## config.mk

```make
export PLATFORM = sky130hd
export DESIGN_NAME = sorted_timer_queue_unit
export DESIGN_NICKNAME = d
export VERILOG_FILES = /design/src/design/stq_pkg.sv /design/src/design/sorted_timer_queue_unit.sv
export SDC_FILE = /design/constraint.sdc
export NUM_CORES = 2
export LEC_CHECK = 0
export ABC_CLOCK_PERIOD_IN_PS = 8200
export BUFFER_PORTS_ARGS = -buffer_cell sky130_fd_sc_hd__clkbuf_2
export CELL_PAD_IN_SITES_DETAIL_PLACEMENT = 1
export CELL_PAD_IN_SITES_GLOBAL_PLACEMENT = 1
export CORE_ASPECT_RATIO = 2
export CORE_MARGIN = 4
export CORE_UTILIZATION = 25
export DETAILED_ROUTE_END_ITERATION = 6
export GPL_TIMING_DRIVEN = 0
export PLACE_DENSITY = 0.52
export SKIP_LAST_GASP = 1
export SYNTH_ARGS = -nofsm -noshare
export SYNTH_HDL_FRONTEND = slang
export SYNTH_SLANG_ARGS = --single-unit
```

## constraint.sdc

```tcl
create_clock -name clk -period 8.2 [get_ports clk]
set_input_delay 0.82 -clock clk [delete_from_list [all_inputs] [get_ports clk]]
set_output_delay 0.82 -clock clk [all_outputs]
set_load 0.005 [all_outputs]
```

## src/design/stq_pkg.sv

```systemverilog
// package for the sorted timer queue: beat types, modes, slot states, fsm states
// no dependencies
`default_nettype none
package stq_pkg;
	localparam int MaxOut = 16;

	typedef enum logic [2:0] {
		MODE_SETUP   = 3'd0,
		MODE_START   = 3'd1,
		MODE_RESTART = 3'd2,
		MODE_STOP    = 3'd3,
		MODE_TICK    = 3'd4,
		MODE_QUERY   = 3'd5,
		MODE_RSVD6   = 3'd6,
		MODE_RSVD7   = 3'd7
	} mode_t;

	typedef enum logic [1:0] {
		ST_SLEEP = 2'd0,
		ST_RUN   = 2'd1,
		ST_DONE  = 2'd2,
		ST_RSVD  = 2'd3
	} slot_st_t;

	typedef enum logic {
		KIND_EXPIRY = 1'b0,
		KIND_QUERY  = 1'b1
	} kind_t;

	typedef enum logic [2:0] {
		FSM_IDLE,
		FSM_OP,
		FSM_SCAN,
		FSM_FIND,
		FSM_EMIT
	} fsm_t;

	typedef struct packed {
		logic [2:0]  mode;
		logic [3:0]  timer_index;
		logic [31:0] timeout_ticks;
		logic        periodic;
	} in_beat_t;

	typedef struct packed {
		logic       report_kind;
		logic [3:0] slot_index;
		logic [1:0] slot_state;
		logic       last;
	} out_beat_t;
endpackage
`default_nettype wire

```

## src/design/sorted_timer_queue_unit.sv

```systemverilog
// top level of the sorted timer queue: slot registers, sequencer, output register
// depends on stq_pkg
//
// usage: one input channel (in_valid/in_ready/in_beat) carries commands, one
// output channel (out_valid/out_ready/out_beat) carries expiry reports and
// query replies. in_ready is high only while the sequencer is idle.
// a slot command is applied in the op step. a query reply is loaded into the
// output register from the op step once that register is free. a tick scans
// every slot for due ones, then for each due slot runs an ordering search over
// all slots through the shared lag and age compare unit and an emit step, with
// last set on the final report beat.
// results wait in a single output register; a stalled receiver holds the
// sequencer in its op or emit step and nothing is lost.
// reset clears the tick counter, start sequence and all slot state at once.
`default_nettype none
module sorted_timer_queue_unit import stq_pkg::*; #(
	parameter int TIMER_SLOTS = 16,
	parameter int TICK_BITS   = 32
) (
	input  wire logic      clk,
	input  wire logic      arst_n,
	input  wire logic      in_valid,
	output logic           in_ready,
	input  wire in_beat_t  in_beat,
	output logic           out_valid,
	input  wire logic      out_ready,
	output out_beat_t      out_beat
);
	localparam int PW = (TIMER_SLOTS > 1) ? $clog2(TIMER_SLOTS) : 1;
	localparam int CW = $clog2(MaxOut + 1);
	localparam logic [PW-1:0] PtrEnd = PW'(TIMER_SLOTS - 1);

	fsm_t state_q, state_d;
	logic [TICK_BITS-1:0] now_q;
	logic [31:0] seq_q, seq_snap_q;
	logic [TICK_BITS-1:0] deadline_q [TIMER_SLOTS];
	logic [TICK_BITS-1:0] tmo_q      [TIMER_SLOTS];
	logic                 rep_q      [TIMER_SLOTS];
	slot_st_t             st_q       [TIMER_SLOTS];
	logic [31:0]          stamp_q    [TIMER_SLOTS];
	logic [TIMER_SLOTS-1:0] cand_q;
	logic [CW-1:0] cnt_q;
	logic [PW-1:0] ptr_q;
	in_beat_t cmd_q;
	logic have_q;
	logic [PW-1:0] best_q;
	logic [TICK_BITS-1:0] best_lag_q;
	logic [31:0] best_age_q;
	out_beat_t out_q;
	logic out_valid_q;

	logic out_free, ok, accept, at_end, out_load;
	logic [TICK_BITS-1:0] lag, tmo_in, span;
	logic [31:0] age;
	logic wins;

	assign out_free = !out_valid_q || out_ready;
	assign accept   = in_valid && in_ready;
	assign ok       = {28'd0, cmd_q.timer_index} < TIMER_SLOTS;
	assign at_end   = ptr_q == PtrEnd;
	assign lag      = now_q - deadline_q[ptr_q];
	assign age      = seq_snap_q - stamp_q[ptr_q];
	assign tmo_in   = TICK_BITS'(cmd_q.timeout_ticks);
	assign span     = (tmo_q[ptr_q] == '0) ? TICK_BITS'(1) : tmo_q[ptr_q];
	assign wins     = !have_q || (lag > best_lag_q) ||
		(lag == best_lag_q && age < best_age_q);
	assign out_load = out_free && ((state_q == FSM_OP && mode_t'(cmd_q.mode) == MODE_QUERY) ||
		state_q == FSM_EMIT);
	assign in_ready  = state_q == FSM_IDLE;
	assign out_valid = out_valid_q;
	assign out_beat  = out_q;

	always_ff @(posedge clk or negedge arst_n) begin
		if (!arst_n) state_q <= FSM_IDLE;
		else state_q <= state_d;
	end

	always_comb begin
		state_d = state_q;
		case (state_q)
			FSM_IDLE: begin
				if (accept) state_d = (mode_t'(in_beat.mode) == MODE_TICK) ? FSM_SCAN : FSM_OP;
			end
			FSM_OP: begin
				if (mode_t'(cmd_q.mode) != MODE_QUERY || out_free) state_d = FSM_IDLE;
			end
			FSM_SCAN: begin
				if (at_end) state_d = (cnt_q == '0 && !(st_q[ptr_q] == ST_RUN &&
					!lag[TICK_BITS-1])) ? FSM_IDLE : FSM_FIND;
			end
			FSM_FIND: begin
				if (at_end) state_d = FSM_EMIT;
			end
			FSM_EMIT: begin
				if (out_free) state_d = (cnt_q == CW'(1)) ? FSM_IDLE : FSM_FIND;
			end
			default: state_d = FSM_IDLE;
		endcase
	end

	always_ff @(posedge clk or negedge arst_n) begin
		if (!arst_n) begin
			now_q <= '0;
			seq_q <= '0;
			seq_snap_q <= '0;
			cand_q <= '0;
			cnt_q <= '0;
			ptr_q <= '0;
			cmd_q <= '0;
			have_q <= 1'b0;
			best_q <= '0;
			best_lag_q <= '0;
			best_age_q <= '0;
			out_q <= '0;
			out_valid_q <= 1'b0;
			for (int i = 0; i < TIMER_SLOTS; i++) begin
				deadline_q[i] <= '0;
				tmo_q[i] <= '0;
				rep_q[i] <= 1'b0;
				st_q[i] <= ST_SLEEP;
				stamp_q[i] <= '0;
			end
		end else begin
			if (out_load) out_valid_q <= 1'b1;
			else if (out_ready) out_valid_q <= 1'b0;
			case (state_q)
				FSM_IDLE: begin
					if (accept) begin
						cmd_q <= in_beat;
						ptr_q <= (mode_t'(in_beat.mode) == MODE_TICK) ? '0 :
							PW'(in_beat.timer_index);
						cand_q <= '0;
						cnt_q <= '0;
						seq_snap_q <= seq_q;
						if (mode_t'(in_beat.mode) == MODE_TICK) now_q <= now_q + 1'b1;
					end
				end
				FSM_OP: begin
					case (mode_t'(cmd_q.mode))
						MODE_QUERY: begin
							if (out_free) begin
								out_q.report_kind <= KIND_QUERY;
								out_q.slot_index <= cmd_q.timer_index;
								out_q.slot_state <= ok ? st_q[ptr_q] : ST_SLEEP;
								out_q.last <= 1'b1;
								if (ok && st_q[ptr_q] == ST_DONE) st_q[ptr_q] <= ST_SLEEP;
							end
						end
						MODE_SETUP: if (ok) begin
							tmo_q[ptr_q] <= tmo_in;
							rep_q[ptr_q] <= cmd_q.periodic;
							st_q[ptr_q] <= ST_SLEEP;
						end
						MODE_START: if (ok) begin
							deadline_q[ptr_q] <= now_q + tmo_q[ptr_q];
							st_q[ptr_q] <= ST_RUN;
							stamp_q[ptr_q] <= seq_q;
							seq_q <= seq_q + 1'b1;
						end
						MODE_RESTART: if (ok) begin
							tmo_q[ptr_q] <= tmo_in;
							rep_q[ptr_q] <= cmd_q.periodic;
							deadline_q[ptr_q] <= now_q + tmo_in;
							st_q[ptr_q] <= ST_RUN;
							stamp_q[ptr_q] <= seq_q;
							seq_q <= seq_q + 1'b1;
						end
						MODE_STOP: if (ok) begin
							deadline_q[ptr_q] <= '0;
							tmo_q[ptr_q] <= '0;
							st_q[ptr_q] <= ST_SLEEP;
						end
						default: ;
					endcase
				end
				FSM_SCAN: begin
					if (st_q[ptr_q] == ST_RUN && !lag[TICK_BITS-1] && cnt_q != CW'(MaxOut)) begin
						cand_q[ptr_q] <= 1'b1;
						cnt_q <= cnt_q + 1'b1;
					end
					ptr_q <= at_end ? '0 : ptr_q + 1'b1;
					have_q <= 1'b0;
				end
				FSM_FIND: begin
					if (cand_q[ptr_q] && wins) begin
						have_q <= 1'b1;
						best_q <= ptr_q;
						best_lag_q <= lag;
						best_age_q <= age;
					end
					ptr_q <= at_end ? ((cand_q[ptr_q] && wins) ? ptr_q : best_q) :
						ptr_q + 1'b1;
				end
				FSM_EMIT: begin
					if (out_free) begin
						out_q.report_kind <= KIND_EXPIRY;
						out_q.slot_index <= 4'(ptr_q);
						out_q.slot_state <= ST_RUN;
						out_q.last <= cnt_q == CW'(1);
						cand_q[ptr_q] <= 1'b0;
						cnt_q <= cnt_q - 1'b1;
						have_q <= 1'b0;
						if (rep_q[ptr_q]) begin
							deadline_q[ptr_q] <= now_q + span;
							stamp_q[ptr_q] <= seq_q;
							seq_q <= seq_q + 1'b1;
						end else begin
							st_q[ptr_q] <= ST_DONE;
						end
						ptr_q <= '0;
					end
				end
				default: ;
			endcase
		end
	end
endmodule
`default_nettype wire

```

; Word level (Yosys, flattened, before mapping)
; Index checks and enable logic that the tools add are counted.
[word_totals]
reg_bits = 1826
input_bits = 44
output_inout_bits = 10
[classes]
addsub = 10
magnitude_cmp = 6
n_eq_ne = 32
muxes = 84
n_bitwise = 15
reduce_logical = 45
[op_table]
columns = op, n
row1 = case mux 512 bit (2 select lines), 3
row2 = bitwise mux 512 bit, 5
row3 = two-way mux 512 bit, 5
row4 = case mux 512 bit (3 select lines), 1
row5 = AND 512 bit, 2
row6 = NOT 512 bit, 1
row7 = two-way mux 32 bit, 15
row8 = binary-select mux 32 bit (select 4 bit), 3
row9 = demux 32 bit (select 4 bit), 1
row10 = case mux 32 bit (2 select lines), 2
row11 = adder 32 bit, 3
row12 = case mux 32 bit (3 select lines), 1
row13 = "adder 32 x 1 -> 32 bit, second input constant", 2
row14 = subtractor 32 bit, 2
row15 = AND 16 bit, 3
row16 = two-way mux 16 bit, 3
row17 = NOT 16 bit, 3
row18 = bitwise OR 16 bit, 3
row19 = case mux 16 bit (3 select lines), 1
row20 = AND 32 bit, 1
row21 = == test 32 bit, 1
row22 = > comparator 32 bit, 1
row23 = zero test 32 bit, 1
row24 = < comparator 32 bit, 1
row25 = 53 further kinds, 128

; Logic depth before layout (Yosys ltp)
[logic_depth]
ltp_word = 12
depth_mapped = 31
depth_no_buf = 23

; Worst setup path before layout
; OpenSTA, ideal clock, no wires.
[synth_path]
path_kind = reg-to-reg
start = register ptr_q[0]
end = register best_age_q[11]
setup_ps = 125
t_arrival_ps = 7321
required_ps = 8075
setup_slack_ps = 754
path_stages_with_launch = 30
period_less_slack_ps = 7446
path_cell_list = dfrtp_1 buf_6 buf_6 buf_6 buf_2 buf_2 clkbuf_1 buf_2 mux4_2 mux4_2 inv_1 ha_1 a21o_1 nor3_1 a21oi_1 o41ai_1 o21ai_0 a211oi_1 o21bai_1 xor2_1 ha_1 nand4_1 nor4_1 a211oi_1 a221oi_1 nand3_1 o21a_1 nand3_1 buf_2 mux2_2
[synth_via]
elab_chain_len = 10
elab_cells_between_ends = 19
[synth_rtl]
columns = element, line
row1 = "start, declared", sorted_timer_queue_unit.sv:43  ; logic [PW-1:0] ptr_q;
row2 = "start signal, assigned", sorted_timer_queue_unit.sv:130  ; ptr_q <= (mode_t'(in_beat.mode) == MODE_TICK) ? '0 :
row3 = "start signal, assigned", sorted_timer_queue_unit.sv:181  ; ptr_q <= at_end ? '0 : ptr_q + 1'b1;
row4 = "start signal, assigned", sorted_timer_queue_unit.sv:191  ; ptr_q <= at_end ? ((cand_q[ptr_q] && wins) ? ptr_q : best_q) :
row5 = NOT 4 -> 5 bit (not written as such) *, sorted_timer_queue_unit.sv:61  ; assign lag = now_q - deadline_q[ptr_q];
row6 = binary-select mux 32 bit (select 4 bit) *, sorted_timer_queue_unit.sv:61
row7 = two-way mux 32 bit (not written as such) * (2 in series), sorted_timer_queue_unit.sv:61
row8 = subtractor 32 bit *, sorted_timer_queue_unit.sv:61
row9 = named net lag[21], sorted_timer_queue_unit.sv:53  ; logic [TICK_BITS-1:0] lag, tmo_in, span;
row10 = > comparator 32 bit / == test 32 bit (equally long branches), "sorted_timer_queue_unit.sv:65, sorted_timer_queue_unit.sv:66"
row11 = logical OR 1 bit / logical AND 1 bit (equally long branches), "sorted_timer_queue_unit.sv:65, sorted_timer_queue_unit.sv:66"
row12 = logical OR 1 bit *, sorted_timer_queue_unit.sv:65  ; assign wins = !have_q || (lag > best_lag_q) ||
row13 = logical AND 1 bit *, sorted_timer_queue_unit.sv:185  ; if (cand_q[ptr_q] && wins) begin
row14 = AND reduction 2 bit (no line) *, --
row15 = "end signal, assigned", sorted_timer_queue_unit.sv:189  ; best_age_q <= age;
row16 = "end, declared", sorted_timer_queue_unit.sv:48  ; logic [31:0] best_age_q;
; The timed path passes the listed nets; every way through them passes the cells marked *. The select of a mux whose other input is x is not followed.
; A chain may end at the register's enable or synchronous reset.

; Worst setup path in the final report
[layout_path]
start = register ptr_q[1]
end = register deadline_q[82] (netlist bit)
[layout_via]
elab_chain_len = 11
elab_cells_between_ends = 27
[layout_rtl]
columns = element, line
row1 = NOT 4 -> 5 bit (not written as such) *, --
row2 = binary-select mux 32 bit (select 4 bit), "sorted_timer_queue_unit.sv:64, sorted_timer_queue_unit.sv:155"
row3 = two-way mux 32 bit (not written as such) (2 in series), "sorted_timer_queue_unit.sv:64, sorted_timer_queue_unit.sv:155"
row4 = zero test 32 bit, sorted_timer_queue_unit.sv:64  ; assign span = (tmo_q[ptr_q] == '0) ? TICK_BITS'(1) : tmo_q[ptr_q];
row5 = two-way mux 32 bit, sorted_timer_queue_unit.sv:64
row6 = adder 32 bit, sorted_timer_queue_unit.sv:204  ; deadline_q[ptr_q] <= now_q + span;
row7 = bitwise mux 512 bit, sorted_timer_queue_unit.sv:204
row8 = two-way mux 512 bit, sorted_timer_queue_unit.sv:203  ; if (rep_q[ptr_q]) begin
row9 = two-way mux 512 bit, sorted_timer_queue_unit.sv:195  ; if (out_free) begin
row10 = case mux 512 bit (2 select lines), sorted_timer_queue_unit.sv:126  ; case (state_q)
row11 = "end signal, assigned by index", sorted_timer_queue_unit.sv:155  ; deadline_q[ptr_q] <= now_q + tmo_q[ptr_q];
row12 = "end signal, assigned by index", sorted_timer_queue_unit.sv:163  ; deadline_q[ptr_q] <= now_q + tmo_in;
row13 = "end signal, assigned by index", sorted_timer_queue_unit.sv:204
row14 = "end, declared", sorted_timer_queue_unit.sv:36  ; logic [TICK_BITS-1:0] deadline_q [TIMER_SLOTS];
; Every way passes the cells marked *; elsewhere a longest branch is shown, timed or not. The select of a mux whose other input is x is not followed.

==> impl_metrics.csv <==
group,metric,value,unit
status,status,"complete, but fails checks",
status,violations,"max-capacitance violations, max-slew violations, negative setup slack",
clock_network,clk_path_buf_depth,4,
critical_path,critical_path_class,"reg2reg",
final_layout,layout_common_cells,"dfrtp_1 (1823), o21ai_0 (1204), nand2_1 (1167), mux4_2 (530), clkbuf_1 (432)",
critical_path,rr_endpoint,"deadline_q[82]",
timing,finalMaxSlewViolations,106,
die,ios,54,
global_route,grt_usage,25.99,%
global_route,grt_overflow,0,
critical_path,crit_end,"deadline_q[82]",
critical_path,worstRegToRegCells,20,
clock_network,root_buffer,"clkbuf_16",
routing,drt_iter0_drc,4817,
final_layout,final_nets,8977,
routing,route.detailed.drc,0,
logic_synthesis,syn-num-nets,8623,
power,power.density,391.2,mW/mm^2
hold_path,hp-class,"in2reg",
timing,finClkSkew,0.08533,ns
timing,fin_ws,-0.002668,ns
logic_synthesis,synth.distinct_cells,92,
timing,slew_headroom,-6.071,%
placed_design,hpwl,394.6,mm
die,core_area,0.3728,sq mm
die,die_w,440.8,um
flow_run,maxCapViolations,10,
timing,fin_crit_sh,100.0,%
timing,worst_slew_pin_slew,1.591,ns
logic_synthesis,syn_area_per_cell,11.22,sq um
timing,fmax,121.9,MHz
clock_network,clk_latency,0.98,ns
final_layout,drive_gt1_share,20.17,%
timing,hold_viol,0,
routing,via_count,74660,
final_layout,final_common_cell,"dfrtp_1",
placed_design,gp_congestion,0.9981,
placed_design,post-place-ws,-6.855,ns
critical_path,critPathMaxFanout,10,
placed_design,portBuffers,53,
die,die_area,0.3851,sq mm
timing,fin_tns_setup,-0.002668,ns
clock_network,cts.clk_slew.worst_paths,0.08,ns
logic_synthesis,synthArstFlopShare,100.0,%
global_route,grt_max_degree,120,
clock_network,cts.sinks,1826,
critical_path,crit_arrival,9.05,ns
routing,post_drt_via_cell_ratio,5.403,
logic_synthesis,synthCells,8346,
global_route,antenna_found_initial,34,
die,die_height,873.6,um
timing,rsz0062_at_grt,"yes",
placed_design,dpl-instance-area,0.1010,sq mm
final_layout,utilization,29.40,%
timing,min_period,8.203,ns
routing,drt_pass1_iterations,6,
critical_path,r2r-start,"ptr_q[1]",
final_layout,synthToLayoutAreaGrowth,17.03,%
critical_path,critPathLaunch,"ptr_q[1]",
die,start_util,25.12,%
global_route,grt_pass1_wl,686.6,mm
clock_network,cts_tree,"yes",
routing,final_antenna_net_count,0,
critical_path,cp-end-kind,"flop",
clock_network,cts_buffers,185,
timing,whs,0.09395,ns
power,power.leakage,0.04798,uW
final_layout,stdcell_area,0.1096,sq mm
logic_synthesis,ys_ff_latch,1826,
logic_synthesis,ys_warn_count,0,
final_layout,reg_top3,"deadline_q: 512 flops, stamp_q: 512 flops, tmo_q: 512 flops",
logic_synthesis,synth_edf_count,0,
global_route,grt_pass1_vias,81980,
logic_synthesis,ys_seq_area_share,48.79,%
routing,wl_per_cell,36.40,um
critical_path,worstSetupStartpointType,"flop",
timing,setup_violations,1,
final_layout,fill_cells,41390,
logic_synthesis,syn_area,0.09366,sq mm
logic_synthesis,ys.flop_type,"dfrtp_1",
critical_path,r2r_slack,-0.003,ns
power,peakVddDrop,0.2893,mV
clock_network,ctsHtreeMaxLevel,4,
critical_path,required,9.05,ns
die,num_rows,317,
routing,routed_wl,503.1,mm
## layer usage
layer | GRT usage, % | up-vias | share of wire (%)
li1 | - | 30910 | -
met1 | 20.77 | 39010 | 27
met2 | 47.03 | 2798 | 53
met3 | 5.390 | 1937 | 4.7
met4 | 32.28 | 8 | 16
met5 | 0 | - | 0.010
## Yosys cell counts (48+ instances only)
library cell | n | area, sq um
nor3_1 | 65 | 325.3
o21ai_0 | 1218 | 6096
inv_1 | 176 | 660.6
a21oi_1 | 266 | 1331
mux4_2 | 530 | 11940
xnor2_1 | 123 | 1077
xor2_1 | 63 | 551.8
mux2_2 | 387 | 4358
nand2_1 | 1170 | 4392
a22oi_1 | 60 | 450.4
a21o_1 | 64 | 480.5
mux2_1 | 304 | 3423
nor2_1 | 343 | 1287
dfrtp_1 | 1826 | 45690
clkbuf_1 | 486 | 1824
buf_2 | 148 | 740.7
nand4_1 | 48 | 300.3
nand3_1 | 164 | 820.8
ha_1 | 228 | 2853
## what timing repair did
item / in CTS / in global routing
pin swaps: 11 / 23
gates resized for setup: 337 / 99
hold endpoints to repair: 33 / 0
buffers inserted: 31 / 34
hold buffers: 1 / 0
gates cloned: 1 / 3
setup endpoints to repair: 731 / 189
## power breakdown
part	total, uW	switching, uW	internal, uW
combinational	21500	14300	7220
sequential	12400	1480	10900
clock	9020	4090	4930
## cell type report
class	count	area (sq um)	area share, %
Multi-Input combinational cell	5670	45270	41.31
Inverter	179	700.7	0.6393
Timing Repair Buffer	172	1829	1.669
Sequential cell	1826	45700	41.69
Clock inverter	71	779.5	0.7112
Tap cell	4944	6186	5.644
Buffer	666	3762	3.433
Antenna cell	35	87.58	0.07991
Clock buffer	256	5288	4.824
## through the flow
stage                     cells  total power [uW]
after floorplan            8346             22530
after global placement    13340             31240
after detailed placement  13390             31960
after CTS                 13740             42000
after global routing      13790             44600
final                     13820             42870
## critical path, cell delays in order (launching register included)
cell and delay [ns]:
dfrtp_1 0.41, buf_12 0.19, buf_16 0.17, clkdlybuf4s15_2 0.51, buf_4 0.46, mux4_2 0.42, mux4_2 0.79, nor4_4 0.68
nand4_1 0.16, o21bai_1 0.30, ha_4 0.32, fa_1 0.25, a21oi_1 0.11, o211a_1 0.33, or4b_1 0.79, a21oi_2 0.41
o21a_1 0.23, o41ai_2 0.12, xor2_1 0.80, a22oi_1 0.22, o32a_1 0.33
## cells by family (layout without fill, tap and decap cells)
group | count (synthesis) | after routing | share of synthesized area (%)
and+or+nand+nor | 2023 | 2023 | 9.266
xor gates and xnor gates | 186 | 186 | 1.739
buffers and inverters | 850 | 1344 | 3.650
adders and majority gates | 233 | 233 | 3.153
AOI/OAI and AO/OA | 1992 | 1992 | 12.19
other | 0 | 35 | 0
DFF | 1826 | 1826 | 48.79
muxes | 1236 | 1236 | 21.21
## worst min path at each step
stage                    startpoint               to  slack [ns]  depth (start not counted)
floorplan           deadline_q[164]  deadline_q[164]        0.44                          2
global placement         tmo_q[499]       tmo_q[499]        0.46                          2
detailed placement  deadline_q[443]  deadline_q[443]        0.47                          2
CTS                      in_beat[7]        tmo_in[6]        0.09                          2
global route             in_beat[7]        tmo_in[6]        0.11                          2
finish                   in_beat[7]        tmo_in[6]        0.09                          2
(Power assumes the default switching activity.)
